`src/sv/asc_pkg.sv`:
```
// Shared constants, configuration and pipeline item types for the size-class engine.
`timescale 1ns / 1ps

package asc_pkg;

    // Page, line, chunk and word geometry
    localparam int PAGE_BYTES  = 4096;
    localparam int PAGE_ORDER  = $clog2(PAGE_BYTES);
    localparam int LINE_SIZE   = 64;
    localparam int LINE_ORDER  = 6;
    localparam int CHUNK_ORDER = 5;
    localparam int WORD_ORDER  = 3;

    // Block size register width and derived divider geometry
    localparam int BLK_W     = 31;
    localparam int DIV_STEPS = BLK_W - LINE_ORDER;
    localparam int LINE_W    = 40;
    localparam int DVS_W     = LINE_W - LINE_ORDER;
    localparam int BPAD_W    = PAGE_ORDER;

    // Layout status codes
    typedef enum logic [1:0] {
        ST_OK       = 2'd0,
        ST_MISMATCH = 2'd1,
        ST_NOFIT    = 2'd2,
        ST_PAD      = 2'd3
    } t_status;

    // Configuration registers as the datapath sees them
    typedef struct packed {
        logic [2:0]       uo;
        logic [6:0]       ub;
        logic [3:0]       sx;
        logic [5:0]       hb;
        logic [BLK_W-1:0] bs;
    } t_cfg;

    // Item carried down the pipeline; each stage fills its own fields
    typedef struct packed {
        logic                 op;
        logic [15:0]          idx;
        logic [31:0]          x;
        logic [31:0]          len1;
        logic [15:0]          cls;
        logic [31:0]          len0;
        logic [38:0]          data;
        logic [5:0]           pad;
        logic [31:0]          chunks;
        logic [31:0]          qw;
        logic [BPAD_W-1:0]    tw;
        logic [26:0]          bchunks;
        logic [DVS_W-1:0]     dvs;
        logic [DIV_STEPS-1:0] quo;
        logic [DIV_STEPS-1:0] rem;
        logic [BPAD_W-1:0]    prod;
    } t_item;

    // Result item as delivered
    typedef struct packed {
        logic [15:0]       class_out;
        logic [31:0]       class_length;
        logic [31:0]       line_chunks;
        logic [5:0]        line_pad;
        logic [31:0]       line_qwords;
        logic [26:0]       block_chunks;
        logic [26:0]       lines_per_block;
        logic [BPAD_W-1:0] block_pad;
        t_status           status;
    } t_result;

endpackage

```
`src/sv/asc_prep.sv`:
```
// Two-stage line layout: data bytes, then pad, chunks, words and divisor.
`timescale 1ns / 1ps

module asc_prep (
    input  logic           i_clk,
    input  logic           i_rst_n,
    input  asc_pkg::t_cfg  i_cfg,
    input  logic           i_vld,
    output logic           o_rdy,
    input  asc_pkg::t_item i_item,
    output logic           o_vld,
    input  logic           i_rdy,
    output asc_pkg::t_item o_item
);

    logic [1:0]     r_vld;
    logic [1:0]     adv;
    asc_pkg::t_item r_it [2];
    asc_pkg::t_item n_it [2];

    // Stage 0: data bytes of the line
    always_comb begin
        n_it[0]      = i_item;
        n_it[0].data = 39'(i_item.len1) * 39'(i_cfg.ub);
    end

    // Stage 1: line bytes, pad to the cache line, derived counts
    always_comb begin
        logic [39:0] line;
        logic [39:0] stride;
        logic [40:0] chr;
        logic [39:0] dp;
        logic [5:0]  pad;
        logic [asc_pkg::BLK_W-1:0] blk;
        line   = 40'(r_it[0].data) + 40'(i_cfg.hb);
        pad    = 6'd0 - line[5:0];
        stride = line + 40'(pad);
        chr    = 41'(line) + 41'((1 << asc_pkg::CHUNK_ORDER) - 1);
        dp     = 40'(r_it[0].data) + 40'(pad);
        blk    = {i_cfg.bs[asc_pkg::BLK_W-1:asc_pkg::PAGE_ORDER],
                  asc_pkg::PAGE_ORDER'(0)};
        n_it[1]         = r_it[0];
        n_it[1].pad     = pad;
        n_it[1].chunks  = chr[asc_pkg::CHUNK_ORDER +: 32];
        n_it[1].qw      = dp[asc_pkg::WORD_ORDER +: 32];
        n_it[1].tw      = asc_pkg::BPAD_W'(i_cfg.hb)
                        + {dp[asc_pkg::BPAD_W-1:asc_pkg::WORD_ORDER],
                           asc_pkg::WORD_ORDER'(0)};
        n_it[1].bchunks = 27'(blk >> asc_pkg::CHUNK_ORDER);
        n_it[1].dvs     = stride[asc_pkg::LINE_W-1:asc_pkg::LINE_ORDER];
        n_it[1].quo     = '0;
        n_it[1].rem     = '0;
    end

    assign adv[1] = !r_vld[1] || i_rdy;
    assign adv[0] = !r_vld[0] || adv[1];

    assign o_rdy  = adv[0];
    assign o_vld  = r_vld[1];
    assign o_item = r_it[1];

    always_ff @(posedge i_clk) begin
        if (!i_rst_n) begin
            r_vld <= '0;
        end else begin
            if (adv[0]) r_vld[0] <= i_vld;
            if (adv[1]) r_vld[1] <= r_vld[0];
        end
    end

    always_ff @(posedge i_clk) begin
        if (adv[0] && i_vld)    r_it[0] <= n_it[0];
        if (adv[1] && r_vld[0]) r_it[1] <= n_it[1];
    end

endmodule

```
`config.mk`:
```
export PLATFORM = sky130hd
export DESIGN_NAME = asc_prep
export DESIGN_NICKNAME = d
export VERILOG_FILES = /design/src/sv/asc_pkg.sv /design/src/sv/asc_prep.sv
export SDC_FILE = /design/constraint.sdc
export NUM_CORES = 1
export LEC_CHECK = 0
export ABC_AREA = 1
export BUFFER_PORTS_ARGS = -buffer_cell sky130_fd_sc_hd__buf_2
export CAP_MARGIN = 20
export CELL_PAD_IN_SITES_DETAIL_PLACEMENT = 1
export CELL_PAD_IN_SITES_GLOBAL_PLACEMENT = 1
export CORE_AREA = 10 10 307 309
export CTS_BUF_LIST = sky130_fd_sc_hd__clkbuf_4 sky130_fd_sc_hd__clkbuf_8 sky130_fd_sc_hd__clkbuf_16
export DETAILED_ROUTE_END_ITERATION = 16
export DIE_AREA = 0 0 317 319
export PLACE_DENSITY = 0.71
export SLEW_MARGIN = 20
export SYNTH_ARGS = -nofsm -noshare
export SYNTH_HDL_FRONTEND = slang
export SYNTH_SLANG_ARGS = --single-unit
```
`constraint.sdc`:
```
create_clock -name i_clk -period 19.75 [get_ports i_clk]
set_input_delay 0.9875 -clock i_clk [delete_from_list [all_inputs] [get_ports i_clk]]
set_output_delay 0.9875 -clock i_clk [all_outputs]
set_load 0.02 [all_outputs]
```
* Word-level counts from Yosys, hierarchy flattened
Memory sizes are Yosys's and may differ from the RTL's. Index checks and enable logic that the tools add are counted.
Word-level totals: bits in registers 2, RAM bits 746, bits of input ports 428, output and inout port bits 375, memories 1
Cells by class: add/subtract/negate cells 6, multipliers 1, multiplexer cells 4, reductions and logical operators 6
Memory list:
- r_it | depth 2, bits a word 373, read ports 2, clocked after memory_dff 0, write ports 2, line asc_prep.sv:18 | asc_pkg::t_item r_it [2];
Operators with widths (count):
- 39-bit by 6-bit adder with 40-bit output | 1
- 40-bit by 6-bit adder with 40-bit output | 1
- 32-bit by 7-bit multiplier with 39-bit output | 1
- 37-bit by 5-bit adder with 37-bit output (second input constant) | 1
- 35-bit by 6-bit adder with 35-bit output | 1
- 6-bit by 12-bit adder with 12-bit output | 1
- 1-bit by 6-bit subtractor with 6-bit output (first input constant) | 1
- 1-bit 2-to-1 mux | 4
- 1-bit logical AND | 2
- 1-bit zero test | 2
- 1-bit logical OR | 2

* Longest topological paths before layout
word-level depth 6, depth in mapped cells 27, depth with buffers taken out 27

* Worst setup path before layout
Ideal clock, no wire load.
path kind input port to flip-flop, start input i_rdy, end memory r_it[0][373] in the netlist's numbering, enable pin, data arrival time 16.091 ns, slack 2.561 ns, stages 2, cells stage by stage inv_1 a21oi_1
RTL lines:
- from (decl) | line asc_prep.sv:12 | input logic i_rdy,
- to (decl) | line asc_prep.sv:18

==> reports/metrics.csv <==
metric,value,unit
run status,"finished, final reports clean",
Die X,317,um
"worst slack, placed",13.60,ns
Max VDD drop,0.00009772,V
Post-DP HPWL,78000,um
post-route ant nets,0,
starting density of the core,31.44,%
Rel. slew slack,29.76,%
total global routing overflow,0,
class of the worst hold path,register to register,
most frequent cell after synthesis,nand2_1,
Cell Pwr Density,134.9,nW/um2
Avg Inst Size Synth,10.65,um2
antenna violations before repair,23,
area of the core,87970,um2
cts bufs inserted,58,
fraction of layout cells with a size suffix above 1,23.18,%
Synth async-reset ratio,0,%
R2R depth,24,
Post-synth EDFFs,495,
Cell variety after synth,43,
Synth top area share,53.74,%
detail-routed via count per cell,4.548,
vias in the first global route,21450,
fin crit share,27.66,%
synthesized cell area,27660,um2
CP Capture Type,register,
CP Launch Type,primary input,
setup bufs post-CTS,0,
largest net degree at the start of global routing,142,
Nets,3793,
post-cts sizing count,0,
crit path max fanout,32,
TNS Setup,0,ns
total internal power,0.002627,W
"Hold-fix buffers, CTS",0,
Ports,803,
Final Skew,0.05363,ns
wire per inst,22.04,um
largest area contributor in the synthesized netlist,edfxtp_1,
# Max-Cap Violations,0,
final worst slack,14.29,ns
max-slew violations,0,
logic gate share of total power,41.0,%
Worst Setup SP,i_cfg[46],
first-pass GRT wire length,139900,um
CTS Buffer Depth,3,
RR Startpoint,r_it[0][205],
hold_ws,0.3702,ns
switching pwr,0.001874,W
Post-synth top cells,"nand2_1, edfxtp_1, inv_1",
critical path data required time,20.16,ns
TritonCTS clock tree,built,
Worst-Margin Slew,1.054,ns
# DRC,0,
Net Sw Frac,41.63,%
number of cells in the finished layout apart from fillers,4352,
I/O Buffers,493,
die height,319,um
hold-critical path depth,0,
DR iter-0 viols,1211,
hold_sp,r_it[0][311],
Final Critical Period,5.463,ns
# setup viols final,0,
YS warnings,0,
area grow syn2layout,20.67,%
clk_lat worst skew,0.68,ns
DRT Wirelength,95920,um
top area cells in the synthesized netlist,"edfxtp_1, fa_1, nand2_1",
RSZ-0062 raised after global routing,false,
clk slew on worst S/H paths,0.06,ns
Clock Sink Count,497,
Cells after Synth,2598,
total track usage,18.59,%
Placer Congestion,0.8791,
worst reg-to-reg setup slack,14.62,ns
WHS Endpoint,r_it[0][684],
Root Buffer Master,clkbuf_16,
Max Fclk,0.1830,GHz
sequential area share after synthesis,53.89,%
Rows,109,
H-tree Lvls,2,
R2R Path End,r_it[0][527],
DR vias,19793,
die area,101100,um2
number of detailed-route iterations in the first pass,7,
clock share of power,24.7,%
"Arr. time, crit path",5.87,ns
Placed Instances,4241,
Flop pwr share,34.3,%
Main synth FF type,edfxtp_1,
"Worst Path Class, Setup",primary input to register,
#FFs+latches synth,497,
Pleak,15.55,nW
hold violation count in the final report,0,
## routing by layer
metal	up-vias	share of wire, %	global-route usage [%]	routed length, um
met4	8	2.3	4.906	2206
li1	9245	-	-	-
met1	9742	43	23.87	41260
met2	677	45	29.84	43510
met5	-	0.052	0	50
met3	121	9.3	5.971	8888
## stage by stage
step                util (%)  total power, W  instance area, um2
floorplan                  -        0.002776               27870
global placement       35.66        0.003375               31370
detailed placement     35.66        0.003418               31370
CTS                    37.93        0.004556               33370
global route           37.94        0.004820               33380
finish                 37.94        0.004501               33380
## cells by family after synthesis
group           share of synthesized area [%]
flops                                   53.89
buf+inv                                 8.685
fa+ha+maj                               14.46
compound gates                          2.606
other cells                           0.01356
xor+xnor                                3.601
simple gates                            16.75
## cell usage in the layout, fill, tap and decap left out, drive strengths merged, types with 3 or more instances in the layout
master / count
nand2: 684
inv: 504
buf: 500
edfxtp: 495
nor2: 207
fa: 151
nand3: 116
xor2: 93
ha: 78
clkbuf: 67
a21oi: 60
conb: 58
o21ai: 34
clkinv: 28
nand4: 21
xnor2: 19
a31oi: 10
nor3: 8
bufinv: 7
a21o: 6
o211ai: 5
clkinvlp: 5
o21a: 4
nor4: 4
diode: 3
or2: 3
o21bai: 3
and3: 3
nand3b: 3
## how the worst max path moves through the flow
stage | endpoint | slack, ns | cells after the start
2_1_floorplan | r_it[0][373] | 2.56 | 2
3_3_place_gp | r_it[0][241] | 13.68 | 18
3_5_place_dp | r_it[0][241] | 13.60 | 18
4_1_cts | r_it[0][241] | 14.33 | 18
5_1_grt | r_it[0][234] | 14.04 | 19
6_report | r_it[0][241] | 14.29 | 18
## sequential cells by signal (all words and copies together), names as in the netlist
signal  cells
r_it      495
r_vld       2
## power by group through the flow
stage	combinational [W]	clock, W	sequential (W)
floorplan	0.00117	0	0.00161
global placement	0.00182	0	0.00156
detailed placement	0.00185	0	0.00157
CTS	0.00186	0.00115	0.00155
global route	0.00207	0.00119	0.00156
finish	0.00185	0.00111	0.00154
## critical path, stage by stage
cell and delay (ns):
buf_2 0.56, nand2_1 0.18, fa_1 0.53, fa_1 0.54, inv_1 0.06, fa_1 0.53, inv_1 0.06, fa_1 0.53
inv_1 0.04, ha_1 0.34, nand2_1 0.11, inv_1 0.06, a21oi_1 0.11, o21ai_0 0.45, nand2_1 0.12, o211ai_1 0.25
a31oi_1 0.20, xnor2_1 0.16
## area by class of cell
class | count | area, um2
Clock inverter | 41 | 481.7
Tap cell | 1165 | 1458
Fill cell | 10055 | 54590
Inverter | 503 | 1896
Timing Repair Buffer | 500 | 2532
Multi-Input combinational cell | 1576 | 10580
Sequential cell | 497 | 14900
Clock buffer | 67 | 1519
Antenna cell | 3 | 7.507
Note: power is estimated with default switching activity, not from simulation.
