<file path="src/sv/asc_pkg.sv">
// Shared constants, configuration and pipeline item types for the size-class engine.
`timescale 1ns / 1ps

package asc_pkg;

    // Page, line, chunk and word geometry
    localparam int PAGE_BYTES  = 4096;
    localparam int PAGE_ORDER  = $clog2(PAGE_BYTES);
    localparam int LINE_SIZE   = 64;
    localparam int LINE_ORDER  = 6;
    localparam int CHUNK_ORDER = 5;
    localparam int WORD_ORDER  = 3;

    // Block size register width and derived divider geometry
    localparam int BLK_W     = 31;
    localparam int DIV_STEPS = BLK_W - LINE_ORDER;
    localparam int LINE_W    = 40;
    localparam int DVS_W     = LINE_W - LINE_ORDER;
    localparam int BPAD_W    = PAGE_ORDER;

    // Layout status codes
    typedef enum logic [1:0] {
        ST_OK       = 2'd0,
        ST_MISMATCH = 2'd1,
        ST_NOFIT    = 2'd2,
        ST_PAD      = 2'd3
    } t_status;

    // Configuration registers as the datapath sees them
    typedef struct packed {
        logic [2:0]       uo;
        logic [6:0]       ub;
        logic [3:0]       sx;
        logic [5:0]       hb;
        logic [BLK_W-1:0] bs;
    } t_cfg;

    // Item carried down the pipeline; each stage fills its own fields
    typedef struct packed {
        logic                 op;
        logic [15:0]          idx;
        logic [31:0]          x;
        logic [31:0]          len1;
        logic [15:0]          cls;
        logic [31:0]          len0;
        logic [38:0]          data;
        logic [5:0]           pad;
        logic [31:0]          chunks;
        logic [31:0]          qw;
        logic [BPAD_W-1:0]    tw;
        logic [26:0]          bchunks;
        logic [DVS_W-1:0]     dvs;
        logic [DIV_STEPS-1:0] quo;
        logic [DIV_STEPS-1:0] rem;
        logic [BPAD_W-1:0]    prod;
    } t_item;

    // Result item as delivered
    typedef struct packed {
        logic [15:0]       class_out;
        logic [31:0]       class_length;
        logic [31:0]       line_chunks;
        logic [5:0]        line_pad;
        logic [31:0]       line_qwords;
        logic [26:0]       block_chunks;
        logic [26:0]       lines_per_block;
        logic [BPAD_W-1:0] block_pad;
        t_status           status;
    } t_result;

endpackage

</file>
<file path="src/sv/asc_len.sv">
// Entry stage: class index to class length, and choice of the size to classify.
`timescale 1ns / 1ps

module asc_len (
    input  logic           i_clk,
    input  logic           i_rst_n,
    input  asc_pkg::t_cfg  i_cfg,
    input  logic           i_vld,
    output logic           o_rdy,
    input  logic           i_op,
    input  logic [31:0]    i_size,
    input  logic [15:0]    i_idx,
    output logic           o_vld,
    input  logic           i_rdy,
    output asc_pkg::t_item o_item
);

    logic           r_vld;
    asc_pkg::t_item r_item;
    asc_pkg::t_item n_item;

    logic [16:0] w_a;
    logic        w_big;
    logic [16:0] w_hi;
    logic [17:0] w_r;
    logic [17:0] w_rs;
    logic [15:0] w_m;
    logic [63:0] w_p1;
    logic [63:0] w_p2;
    logic [63:0] w_bytes;
    logic [63:0] w_diff;
    logic [31:0] w_len;

    // Rebuild the byte size of the class, then strip the header and scale to units
    always_comb begin
        w_a     = {1'b0, i_idx} + 17'd1;
        w_big   = w_a > (17'd1 << i_cfg.sx);
        w_hi    = w_a >> i_cfg.sx;
        w_r     = 18'(w_hi) + 18'(asc_pkg::LINE_ORDER - 1) + 18'(i_cfg.sx);
        w_rs    = 18'(w_hi) + 18'(asc_pkg::LINE_ORDER - 1);
        w_m     = w_a[15:0] & ((16'd1 << i_cfg.sx) - 16'd1);
        w_p1    = (w_r < 18'd64) ? (64'd1 << w_r[5:0]) : '0;
        w_p2    = (w_rs < 18'd64) ? (64'(w_m) << w_rs[5:0]) : '0;
        w_bytes = w_big ? (w_p1 + w_p2) : (64'(w_a) << asc_pkg::LINE_ORDER);
        w_diff  = w_bytes - 64'(i_cfg.hb);
        w_len   = 32'(w_diff >> i_cfg.uo);

        n_item      = '0;
        n_item.op   = i_op;
        n_item.idx  = i_idx;
        n_item.len1 = w_len;
        n_item.x    = i_op ? w_len : i_size;
    end

    assign o_rdy  = !r_vld || i_rdy;
    assign o_vld  = r_vld;
    assign o_item = r_item;

    // Advance valid when the stage is free or drains
    always_ff @(posedge i_clk) begin
        if (!i_rst_n) begin
            r_vld <= 1'b0;
        end else if (o_rdy) begin
            r_vld <= i_vld;
        end
    end

    always_ff @(posedge i_clk) begin
        if (o_rdy && i_vld) begin
            r_item <= n_item;
        end
    end

endmodule

</file>
<file path="config.mk">
export PLATFORM = sky130hd
export DESIGN_NAME = asc_len
export DESIGN_NICKNAME = d
export VERILOG_FILES = /design/src/sv/asc_pkg.sv /design/src/sv/asc_len.sv
export SDC_FILE = /design/constraint.sdc
export NUM_CORES = 1
export LEC_CHECK = 0
export BUFFER_PORTS_ARGS = -buffer_cell sky130_fd_sc_hd__buf_2
export CAP_MARGIN = 20
export CORE_MARGIN = 2
export CORE_UTILIZATION = 39
export CTS_CLUSTER_SIZE = 12
export DETAILED_ROUTE_END_ITERATION = 8
export GPL_TIMING_DRIVEN = 1
export PLACE_DENSITY = 0.71
export SYNTH_ARGS = -nofsm -noshare
export SYNTH_HDL_FRONTEND = slang
export SYNTH_SLANG_ARGS = --single-unit
export TNS_END_PERCENT = 30
</file>
<file path="constraint.sdc">
create_clock -name i_clk -period 18 [get_ports i_clk]
set_input_delay 2.7 -clock i_clk [delete_from_list [all_inputs] [get_ports i_clk]]
set_output_delay 2.7 -clock i_clk [all_outputs]
set_load 0.1 [all_outputs]
</file>
# Yosys cells after proc, flatten, opt, wreduce, memory -nomap -nowiden
# Index checks and enable logic that the tools add are counted.
[totals]
regBits = 82
wordCells = 28
input_bits = 104
output_inout_bits = 375
[classes]
n_addsub = 6
n_shift = 6
order_cmp = 3
reduce_logical = 3
bitwise_logic = 1
n_mux = 4
[op_table]
columns = ["operator", "count"]
rows = [
  ["64-bit 2-to-1 mux", 3],
  ["64-bit adder", 1],
  ["1-bit by 6-bit << shifter with 64-bit output (first input constant)", 1],
  ["16-bit by 6-bit << shifter with 64-bit output", 1],
  ["64-bit by 3-bit >> shifter with 32-bit output", 1],
  ["64-bit by 6-bit subtractor with 64-bit output", 1],
  ["18-bit by 7-bit < comparator with 1-bit output (second input constant)", 2],
  ["32-bit 2-to-1 mux", 1],
  ["17-bit by 3-bit adder with 18-bit output (second input constant)", 1],
  ["18-bit by 4-bit adder with 18-bit output", 1],
  ["16-bit by 1-bit adder with 17-bit output (second input constant)", 1],
  ["17-bit greater-than comparator", 1],
  ["1-bit by 4-bit << shifter with 17-bit output (first input constant)", 1],
  ["17-bit by 4-bit >> shifter with 17-bit output", 1],
  ["16-bit bitwise AND", 1],
  ["1-bit by 4-bit << shifter with 16-bit output (first input constant)", 1],
  ["16-bit by 1-bit subtractor with 16-bit output (second input constant)", 1],
  ["1-bit logical AND", 1],
  ["1-bit zero test", 1],
  ["1-bit logical OR", 1],
]

# Longest topological paths before layout
[logic_depth]
word_depth = 11
ltp_mapped = 51
depth_no_buf = 46

# Worst setup path before layout
# Ideal clock, no wire load.
[synth_timing]
path_type = "input to register"
start = "input i_idx[0]"
end = "register r_item (netlist bit o_item[323]) (data pin)"
path_stages = 47
slack_ps = 4637
setup_time_ps = 266
required_ps = 17734
n_path_buf = 3
arrival_ps = 13097
cell_sequence = "ha_1 -> nand3_2 -> nor4_2 -> xnor2_1 -> mux4_2 -> a211oi_4 -> nor2_1 -> clkinv_1 -> clkbuf_1 -> ha_1 -> a21oi_1 -> o211ai_1 -> or2_2 -> and2_1 -> inv_1 -> clkbuf_1 -> clkbuf_1 -> ha_1 -> (+11 left out) -> ha_1 -> fa_1 -> a21o_1 -> a21oi_1 -> o211a_1 -> o31ai_1 -> nand3_1 -> a2111oi_0 -> o21a_1 -> o21ai_0 -> a2111oi_0 -> a21oi_1 -> or2_2 -> o311ai_0 -> nor4b_1 -> nor4_1 -> a31o_1 -> o21ai_1"
[synth_rtl]
columns = ["item", "line_no", "text"]
rows = [
  ["from (decl)", "asc_len.sv:12", "input logic [15:0] i_idx,"],
  ["to (signal assigned)", "asc_len.sv:70", "r_item <= n_item;"],
  ["to (decl)", "asc_len.sv:19", "asc_pkg::t_item r_item;"],
]

==> metrics.yaml <==
synth.top_cell.area_share_pct: 16.0
synth_cell_types: 99
cpMaxStageDelayCell: "o21ai_0"
post-route-util_pct: 40.1
tns_ns: 0
grt_max_degree: 82
post-cts-setup-buffer-count: 0
synth_cells: 2036
dr.pass1.iters: 7
htree_levels: 3
die_area_sq_um: 40600
fin_ws_ns: 1.59
required_ns: 18.20
cts-resized-gates: 0
nNetsFinal: 2273
cp_data_arrival_time_ns: 16.61
yosysMostFrequentCell: "buf_4"
placementRows: 72
wire_per_inst_um: 17.5
multi_input_area_sq_um: 11100
grt_pass1_vias: 13000
slew_headroom_pct: 30.7
powerDensity_nw_per_um2: 94.0
syn_area_sq_um: 15200
wl_met2_um: 21000
clock_path_buffers: 2
num_vias: 14700
ff2ff_setup_slack_ns: 16.37
synth-async-reset-ratio_pct: 0
clk_latency_ns: 0.35
regArea_sq_um: 2450
place_ws_ns: 1.83
grt-ovfl-total: 0
r2r_start: "o_vld"
post-route-min-period_ns: 16.41
worstSetupEndpointType: "register"
grt_pass1_wl_um: 70500
ioPinCount: 479
clock_skew_ns: 0.00802
path_clk_slew_ns: 0.06
status: "completed"
cts_tree: "built"
area_growth_pct: 1.80
synth_seq_cells: 82
vias_per_cell: 5.58
power_leakage_nw: 6.75
slew_viol_final: 0
crit_path_frequent_cell: "a21oi_1"
crit_path_start_kind: "input port"
hold_buffers: 0
synth_area_leaders: "edfxtp_1 (16%), buf_4 (15%), nor2_1 (5.6%)"
setup_viol: 0
antenna_found_initial: 0
r2r_cells: 2
diodes: 0
path_max_fanout: 21
die_w_um: 201
post-route-period-util_pct: 91.2
synth_ff_type: "edfxtp_1"
final_hold_viol_count: 0
drive_gt1_share_pct: 13.8
post_dp_cell_area_sq_um: 15200
place_congestion: 0.956
hold_depth: 2
worst_slew_pin_slew_ns: 1.04
slowest_delay_ns: 0.75
port_buffers: 148
fin_area_sq_um: 15500
ant_nets: 0
worstSetupPathType: "input port to register"
worstReg2RegEnd: "o_item[317]"
ir_worst_vdd_mv: 0.0958
drv_cap: 0
dpl.hpwl_um: 36400
synth_enable_flop_cells: 81
core_sq_um: 38600
hold_path_class: "register to register"
avgSynthCellArea_sq_um: 7.47
grt_usage_pct: 21.3
wl_met3_um: 3770
routed.top_layer: "met4"
ys_top_cells_by_count: "buf_4 (296), nor2_1 (228), nand2_1 (180)"
drt-met1-wl_um: 19900
yosysWarnings: 0
cts-root-buf: "clkbuf_16"
die_h_um: 201
cts_buffers: 9
n_fill_cell: 3989
worst_hold_path.endpoint: "o_vld"
rsz0062_at_grt: "false"
routed_wl_um: 45900
hold_path_startpoint: "o_vld"
dpl.cell_count: 2609
drcViolationCount: 0
start_util_pct: 39.4
fmax_mhz: 60.9
drtIter0Drc: 1381
ys_seq_area_share_pct: 16.1
cts.sinks: 82
stdcell_count: 2625
synth_area_leader_cell: "edfxtp_1"
-- area by class of cell --
class                   count  share of cell area, %
clock buffers              10                   1.48
clock inverters             6                  0.307
inverters                  46                   1.12
multi-input cells        1798                   71.5
flip-flops and latches     82                   15.8
well taps                 518                   4.19
repair buffers            165                   5.61
-- report_power, final --
| part | switching (mW) | internal, mW | total [mW] |
|---|---|---|---|
| Combinational | 0.811 | 0.219 | 1.03 |
| Clock | 0.0763 | 0.0948 | 0.171 |
| Sequential | 0.00601 | 0.249 | 0.255 |
| Total | 0.893 | 0.563 | 1.46 |
-- worst max-delay path: cells and delay by family --
kind	cells	cell delay, ns
simple gates	14	4.61
xor+xnor	2	0.76
fa+ha+maj	4	1.32
buf+inv	4	1.44
compound gates	19	5.74
-- per-stage QoR --
stage / hold slack, ns / power, mW
finish: 0.562 / 1.46
CTS: 0.575 / 1.44
global placement: 0.515 / 1.26
global route: 0.599 / 1.52
detailed placement: 0.564 / 1.27
floorplan: 1.78 / 1.17
-- worst max path at each step --
stage          slack [ns]           to  cells past startpoint     start
6_report             1.59  o_item[355]                     43  i_idx[0]
5_1_grt              0.62  o_item[355]                     45  i_idx[0]
2_1_floorplan        4.64  o_item[323]                     47  i_idx[0]
4_1_cts              2.15  o_item[355]                     44  i_idx[0]
3_3_place_gp         1.95  o_item[355]                     43  i_idx[0]
3_5_place_dp         1.83  o_item[355]                     44  i_idx[0]
-- cells in the final DEF, fill, tap and decap left out, types with 11 or more instances in the layout --
master    netlist  final
conb_1          1    292
nor2_1        228    227
nand2_1       180    180
buf_2           3    148
a21oi_1       114    114
o21ai_0       100    100
edfxtp_1       81     81
ha_1           64     64
mux2_2         62     62
nor3_1         58     58
xnor2_1        55     55
nand3_1        53     53
mux2i_1        51     51
a21o_1         47     47
inv_1          41     41
xor2_1         32     32
nand4_1        29     29
a211oi_1       28     28
a31oi_1        27     27
o21a_1         24     24
and2_1         25     24
or3_1          23     23
o211ai_1       20     20
nor4_1         19     18
buf_4         296     17
nor2b_1        16     16
nand2b_1       16     16
and3_1         15     15
o22ai_1        11     11
-- state kept, by name, indices dropped and copies added (netlist names) --
signal	count
o_vld	1
o_item	81
-- metal layers --
metal | track usage, % | up-vias
li1 | - | 6947
met1 | 28.9 | 6850
met2 | 35.4 | 788
met3 | 2.22 | 67
met4 | 6.70 | 0
met5 | 0 | -
-- kinds of logic (layout without fill, tap and decap cells) --
logic type	count (synthesis)	after routing	synth area share [%]
AOI/OAI and AO/OA	514	514	22.9
xor gates and xnor gates	89	89	5.27
adders and majority gates	67	67	5.66
buffers and inverters	447	227	18.4
DFF	82	82	16.1
muxes	119	119	8.84
other	1	292	0.0247
and+or+nand+nor	717	717	22.8
No activity file was read; power rests on OpenSTA's default activity.
