File: config.mk
export PLATFORM = sky130hd
export DESIGN_NAME = asc_cls
export DESIGN_NICKNAME = d
export VERILOG_FILES = /design/src/sv/asc_pkg.sv /design/src/sv/asc_cls.sv
export SDC_FILE = /design/constraint.sdc
export NUM_CORES = 2
export LEC_CHECK = 0
export ABC_AREA = 1
export BUFFER_PORTS_ARGS = -buffer_cell sky130_fd_sc_hd__buf_2
export CELL_PAD_IN_SITES_DETAIL_PLACEMENT = 1
export CELL_PAD_IN_SITES_GLOBAL_PLACEMENT = 1
export CORE_AREA = 5 5 354 356
export DETAILED_ROUTE_END_ITERATION = 7
export DIE_AREA = 0 0 359 361
export PLACE_DENSITY = 0.89
export SLEW_MARGIN = 40
export SYNTH_ARGS = -nofsm -noshare
export SYNTH_HDL_FRONTEND = slang
export SYNTH_SLANG_ARGS = --single-unit
File: constraint.sdc
create_clock -name i_clk -period 37.2 [get_ports i_clk]
set_input_delay 3.72 -clock i_clk [delete_from_list [all_inputs] [get_ports i_clk]]
set_output_delay 3.72 -clock i_clk [all_outputs]
set_load 0.02 [all_outputs]
File: src/sv/asc_pkg.sv
// Shared constants, configuration and pipeline item types for the size-class engine.
`timescale 1ns / 1ps

package asc_pkg;

    // Page, line, chunk and word geometry
    localparam int PAGE_BYTES  = 4096;
    localparam int PAGE_ORDER  = $clog2(PAGE_BYTES);
    localparam int LINE_SIZE   = 64;
    localparam int LINE_ORDER  = 6;
    localparam int CHUNK_ORDER = 5;
    localparam int WORD_ORDER  = 3;

    // Block size register width and derived divider geometry
    localparam int BLK_W     = 31;
    localparam int DIV_STEPS = BLK_W - LINE_ORDER;
    localparam int LINE_W    = 40;
    localparam int DVS_W     = LINE_W - LINE_ORDER;
    localparam int BPAD_W    = PAGE_ORDER;

    // Layout status codes
    typedef enum logic [1:0] {
        ST_OK       = 2'd0,
        ST_MISMATCH = 2'd1,
        ST_NOFIT    = 2'd2,
        ST_PAD      = 2'd3
    } t_status;

    // Configuration registers as the datapath sees them
    typedef struct packed {
        logic [2:0]       uo;
        logic [6:0]       ub;
        logic [3:0]       sx;
        logic [5:0]       hb;
        logic [BLK_W-1:0] bs;
    } t_cfg;

    // Item carried down the pipeline; each stage fills its own fields
    typedef struct packed {
        logic                 op;
        logic [15:0]          idx;
        logic [31:0]          x;
        logic [31:0]          len1;
        logic [15:0]          cls;
        logic [31:0]          len0;
        logic [38:0]          data;
        logic [5:0]           pad;
        logic [31:0]          chunks;
        logic [31:0]          qw;
        logic [BPAD_W-1:0]    tw;
        logic [26:0]          bchunks;
        logic [DVS_W-1:0]     dvs;
        logic [DIV_STEPS-1:0] quo;
        logic [DIV_STEPS-1:0] rem;
        logic [BPAD_W-1:0]    prod;
    } t_item;

    // Result item as delivered
    typedef struct packed {
        logic [15:0]       class_out;
        logic [31:0]       class_length;
        logic [31:0]       line_chunks;
        logic [5:0]        line_pad;
        logic [31:0]       line_qwords;
        logic [26:0]       block_chunks;
        logic [26:0]       lines_per_block;
        logic [BPAD_W-1:0] block_pad;
        t_status           status;
    } t_result;

endpackage

File: src/sv/asc_cls.sv
// Four-stage size to class mapper: sum, leading one, step select, length.
`timescale 1ns / 1ps

module asc_cls (
    input  logic           i_clk,
    input  logic           i_rst_n,
    input  asc_pkg::t_cfg  i_cfg,
    input  logic           i_vld,
    output logic           o_rdy,
    input  asc_pkg::t_item i_item,
    output logic           o_vld,
    input  logic           i_rdy,
    output asc_pkg::t_item o_item
);

    typedef struct packed {
        asc_pkg::t_item it;
        logic           c1;
        logic           c2;
        logic [39:0]    b2;
        logic [39:0]    bm1;
        logic [5:0]     r;
        logic [15:0]    a;
        logic [40:0]    up;
    } t_cst;

    logic [3:0] r_vld;
    logic [3:0] adv;
    t_cst       r_st [4];
    t_cst       n_st [4];

    logic [4:0] w_rmin;

    // Position of the highest set bit
    function automatic logic [5:0] f_msb(input logic [39:0] v);
        logic [5:0] p;
        p = '0;
        for (int i = 1; i < 40; i++) begin
            if (v[i]) begin
                p = 6'(i);
            end
        end
        return p;
    endfunction

    assign w_rmin = 5'(asc_pkg::LINE_ORDER) + 5'(i_cfg.sx);

    // Stage 0: scale to bytes, add header, range tests
    always_comb begin
        logic [38:0] b;
        logic [6:0]  lim;
        b            = 39'(i_item.x) << i_cfg.uo;
        lim          = 7'(asc_pkg::LINE_SIZE) - {1'b0, i_cfg.hb};
        n_st[0]      = '0;
        n_st[0].it   = i_item;
        n_st[0].c1   = b > 39'(lim);
        n_st[0].b2   = 40'(b) + 40'(i_cfg.hb);
        n_st[0].c2   = n_st[0].b2 > (40'd1 << w_rmin);
        n_st[0].bm1  = n_st[0].b2 - 40'd1;
    end

    // Stage 1: leading one of bytes minus one
    always_comb begin
        n_st[1]   = r_st[0];
        n_st[1].r = f_msb(r_st[0].bm1);
    end

    // Stage 2: class index and rounded byte size
    always_comb begin
        logic [5:0]  k;
        logic [39:0] shr;
        logic [15:0] frac;
        logic [5:0]  rr;
        logic [15:0] hi;
        logic [40:0] qm1;
        k       = r_st[1].r - 6'(i_cfg.sx);
        shr     = r_st[1].bm1 >> k;
        frac    = shr[15:0] & ((16'd1 << i_cfg.sx) - 16'd1);
        rr      = r_st[1].r - 6'(w_rmin) + 6'd1;
        hi      = 16'(22'(rr) << i_cfg.sx);
        n_st[2] = r_st[1];
        if (r_st[1].c2) begin
            qm1       = (41'd1 << k) - 41'd1;
            n_st[2].a = hi + frac;
        end else begin
            qm1       = 41'(asc_pkg::LINE_SIZE - 1);
            n_st[2].a = r_st[1].bm1[asc_pkg::LINE_ORDER +: 16];
        end
        n_st[2].up = (41'(r_st[1].b2) + qm1) & ~qm1;
        if (!r_st[1].c1) begin
            n_st[2].a = '0;
        end
    end

    // Stage 3: class length in units
    always_comb begin
        logic [40:0] hbs;
        logic [6:0]  rest;
        hbs     = 41'(i_cfg.hb >> i_cfg.uo);
        rest    = 7'(asc_pkg::LINE_SIZE) - {1'b0, i_cfg.hb};
        n_st[3] = r_st[2];
        n_st[3].it.cls = r_st[2].a;
        if (r_st[2].c1) begin
            n_st[3].it.len0 = 32'((r_st[2].up >> i_cfg.uo) - hbs);
        end else begin
            n_st[3].it.len0 = 32'(rest >> i_cfg.uo);
        end
    end

    // Per-stage advance so bubbles close up under a stall
    assign adv[3] = !r_vld[3] || i_rdy;
    assign adv[2] = !r_vld[2] || adv[3];
    assign adv[1] = !r_vld[1] || adv[2];
    assign adv[0] = !r_vld[0] || adv[1];

    assign o_rdy  = adv[0];
    assign o_vld  = r_vld[3];
    assign o_item = r_st[3].it;

    always_ff @(posedge i_clk) begin
        if (!i_rst_n) begin
            r_vld <= '0;
        end else begin
            if (adv[0]) r_vld[0] <= i_vld;
            if (adv[1]) r_vld[1] <= r_vld[0];
            if (adv[2]) r_vld[2] <= r_vld[1];
            if (adv[3]) r_vld[3] <= r_vld[2];
        end
    end

    always_ff @(posedge i_clk) begin
        if (adv[0] && i_vld)    r_st[0] <= n_st[0];
        if (adv[1] && r_vld[0]) r_st[1] <= n_st[1];
        if (adv[2] && r_vld[1]) r_st[2] <= n_st[2];
        if (adv[3] && r_vld[2]) r_st[3] <= n_st[3];
    end

endmodule

---- Word-level counts from Yosys, hierarchy flattened ----
Memory sizes are Yosys's and may differ from the RTL's.
Index checks and enable logic that the tools add are counted.
operators by class
  bitwise operators ....................... 3
  multiplexer cells ....................... 51
  reductions and logical operators ........ 12
  order comparisons ....................... 2
  shifts and indexed selects .............. 9
  add/subtract/negate cells ............... 12
operator list
  cell                     number
  $mux W6                  38
  $add A40 B41 Y41         1
  $and A41 B41 Y41         1
  $mux W41                 1
  $not A41 Y41             1
  $shl A1 B6 Y41 const A   1
  $shr A41 B3 Y32          1
  $sub A41 B1 Y41 const B  1
  $add A39 B6 Y40          1
  $gt A40 B40 Y1           1
  $shl A1 B5 Y40 const A   1
  $shr A40 B6 Y16          1
  $sub A40 B1 Y40 const B  1
  $gt A39 B7 Y1            1
  $shl A32 B3 Y39          1
  $mux W16                 2
  $mux W32                 1
  $shr A6 B3 Y32           1
  $shr A7 B3 Y32           1
  $sub A32 B32 Y32         1
  $add A16 B16 Y16         1
  $and A16 B16 Y16         1
  $shl A1 B4 Y16 const A   1
  $shl A6 B4 Y16           1
  10 further kinds         27
storage, ports and cells
  memory bits (writable) .................. 2072
  logic and storage cells ................. 94
  register bits ........................... 4
  output and inout port bits .............. 375
  memories ................................ 1
memories
  memory  depth  bits a word  rd ports  clocked after Yosys merged registers in  wr ports  RTL line       text
  r_st    4      518          4         0                                        4         asc_cls.sv:29  t_cst r_st [4];

---- Depth between registers and ports, before layout ----
An unclocked memory read counts as a cell.
  depth in word-level cells ............... 40
  gate-level depth with buffers ........... 41

---- Least setup slack after synthesis ----
No wires, ideal clock.
  path type ............................... in2reg
  from .................................... input port i_rdy
  to ...................................... memory r_st[0][100] (netlist bit) (enable)
  cell stages on the path ................. 8
  data arrival time ....................... 21.048 ns
  path buffers ............................ 0
  data required time ...................... 36.007 ns
  setup time .............................. 1.193 ns
  setup slack ............................. 14.959 ns
  path through ............................ nor2_1 > inv_1 > nor2_1 > inv_1 > nor2_1 > inv_1 > nor2_1 > nor2_1
RTL lines
  item         RTL line       text
  from (decl)  asc_cls.sv:12  input logic i_rdy,
  to (decl)    asc_cls.sv:29

==> results by group <==
Timing
  • Final hold viol count: 0
  • Final setup skew: 0.03259 ns
  • Max_slew headroom: between 30 and 40%
  • Sum of negative setup slack: 0 ns
  • Final setup fails: 0
  • Fmax: 0.09388 GHz
  • Worst-Margin Slew: 0.9003 ns
  • RSZ-0062 raised after global routing: no
  • Period utilization: 28.63%
  • Min Clock Period, post-route: 10.65 ns
  • Hold slack final: 0.4056 ns
  • Slew Viols, Final: 0

Global routing
  • First-pass GRT wire length: 285100 µm
  • Total global-route track usage: between 20% and 30%
  • Vias in the first global route: 41257
  • Initial antenna violation count: 54
  • Total grt overflow: 0
  • Largest net degree at the start of global routing: 137

Placement
  • DP HPWL: 134700 µm
  • Routability cong.: ~0.9
  • Port bufs: 716

Clock network
  • Hold buffers post-CTS: 0
  • CTS tree: done
  • Clk buf depth: 3
  • Clock-pin slew on the worst setup and hold paths: ~0.070 ns
  • Post-cts sizing count: 0
  • Post-CTS repair timing setup buffer count: 0
  • Root buf cell: clkbuf_16
  • Worst-skew pair later-pin latency: 0.79 ns
  • H-tree Lvls: 4
  • TritonCTS Buffers: 155
  • Clk sinks: 1576

Synth
  • Top_reg_cell synth: edfxtp_1
  • Synth Warn #: 0
  • Post-synth top area cell: edfxtp_1
  • Mapped Area: 61580 µm²
  • Synthesized net count: 4909
  • Post-Syn Instances: 4353
  • Register area share after synthesis: between 70% and 80%
  • Yosys reg bits: 1576
  • Async S/R FF share, synth: 0%
  • Largest cells by area after synthesis: edfxtp_1 77%, nand2_1 4.1%, inv_1 2.5%, ha_1 2.5%, o21ai_0 2.4%
  • Area share of the largest cell type after synthesis: 76.66%
  • Syn avg cell area: 14.15 µm²
  • Synth cell types: 71
  • EDFF count, synth: 1572

Critical path
  • CP max FO: 20
  • Most frequent CP cell: inv_1
  • CP startpoint kind: primary input
  • Worst path bufs/invs: 11
  • CP peak stage delay: 0.61 ns
  • Worst EP required: about 38 ns
  • Endpoint type of the worst setup path: register
  • CP Data Arrival Time: 11.16 ns
  • Slowest cell on crit path: inv_1
  • Crit Path Class: in -> reg
  • Top delay family on crit path: simple AND/OR/NAND/NOR gates

Min path
  • Hold Path Class: reg -> reg

Run
  • Max cap viols: 0

Detailed routing
  • Remaining antenna violation count: 0
  • Drt pass-1 iters: 6
  • Met2 Wirelength: around 110000 µm
  • Top layer in use: met5
  • Drt wl/cell: 29.86 µm
  • Via density per instance: 5.780
  • DRC Markers: 0
  • Met1 WL: 70600 µm
  • Initial DRC Count: 4721
  • Vias: 40334
  • DR WL met3: 17110 µm
  • Final WL: roughly 210000 µm

Cells and area
  • Fin nets: 5723
  • Area of the multi-input gates: 12180 µm²
  • Register area: 47290 µm²
  • Fillers: 12052
  • Synth-to-Final Area Change: 17.59%
  • Ratio of cells with drive above 1 in the final layout: 20.90%

Power
  • Peak supply drop: approximately 0.052 mV
  • Leak Pwr: 27.58 nW
  • Pwr/cell area: around 56 nW/µm²

Die
  • Initial Utilization: 50.73%
  • # IOs: about 800
  • Core Area: 121400 µm²
  • Die span in x: 359 µm
  • Site Rows: 128
  • Die H: 361 µm
  • Die Area: 129600 µm²

Status
  • Status: finished, final reports clean
-- routing by layer --
layer  GRT usage [%]  up-vias
met3           6.419      598
met2           52.90     2393
met5               0        -
met4           15.25       28
met1           34.23    20092
li1                -    17223
-- per-stage QoR --
stage	setup WS (ns)	util (%)	power (mW)	instance area, µm²	std cells
global placement	26.30	55.26	2.440	67090	6631
detailed placement	26.08	55.35	2.473	67190	6633
global route	25.96	59.59	4.212	72350	6951
finish	26.55	59.65	4.068	72410	6978
floorplan	14.96	-	2.354	61580	4353
CTS	26.84	59.45	4.041	72170	6915
-- synth_stat cells (5+ instances only) --
cell	instances
buf_1	11
inv_1	412
mux2i_1	34
o21ai_1	35
nand4_1	29
xor2_1	80
nor2_4	5
nand2_1	679
o31ai_1	6
o21bai_1	5
a31oi_1	7
buf_2	14
clkinv_1	7
a2111oi_0	6
clkbuf_1	73
nor3_1	67
ha_1	122
inv_2	20
fa_1	6
o21a_1	7
nor4_1	18
nand3_1	149
o21ai_0	293
buf_6	9
o211ai_1	17
o21ai_2	5
nor2_2	14
edfxtp_1	1572
xnor2_1	27
nor2_1	305
a21oi_1	206
nand2_2	16
or2_2	14
nor3_2	7
a211oi_1	12
-- state kept, by name (all words and copies together) (netlist names) --
name,cells
r_vld,4
r_st,1572
-- power by group --
part / internal (mW) / switching [mW] / leakage [nW] / total, mW
combinational: 0.110 / 0.276 / 10.4 / 0.386
sequential: 2.04 / 0.0347 / 14.8 / 2.07
clock: 0.872 / 0.738 / 2.42 / 1.61
total: 3.02 / 1.05 / 27.6 / 4.07
-- path summary, 6_finish.rpt --
check,start,to,slack (ns),cells after the start
min reg2reg,r_st[1][264],r_st[2][264],0.41,0
max,i_cfg[38],r_st[2][32],26.55,40
max reg2reg,r_st[1][57],r_st[2][32],29.46,41
min,r_st[1][264],r_st[2][264],0.41,0
-- area by class of cell --
type                            count  area share [%]
Sequential cell                  1576           65.30
Multi-Input combinational cell   2226           16.82
Timing Repair Buffer              767           5.659
Clock buffer                      180           5.545
Tap cell                         1625           2.808
Inverter                          441           2.331
Clock inverter                    102           1.332
Antenna cell                       61          0.2108
-- placed cells by master (no fill, tap or decap), types with 17 or more instances in the layout --
master        n
o211ai_1     17
mux2i_1      34
clkbuf_16   157
inv_2        21
edfxtp_1   1572
nand4_1      29
clkinv_2     27
o21ai_1      36
nor2_1      302
clkinv_1     47
nand2_1     679
diode_2      61
buf_6        17
buf_2       715
buf_4        31
xor2_1       80
xnor2_1      24
nand3_1     149
a21oi_1     206
inv_1       409
ha_1        122
clkbuf_1     23
nor3_1       67
o21ai_0     292
-- logic make-up after synthesis --
kind of cell | share of synthesized area, %
flops | 76.79
fa+ha+maj | 2.674
simple gates | 9.294
buf+inv | 3.527
xor+xnor | 1.601
compound gates | 5.565
mux | 0.5527
Power figures use the tool's default switching activity.
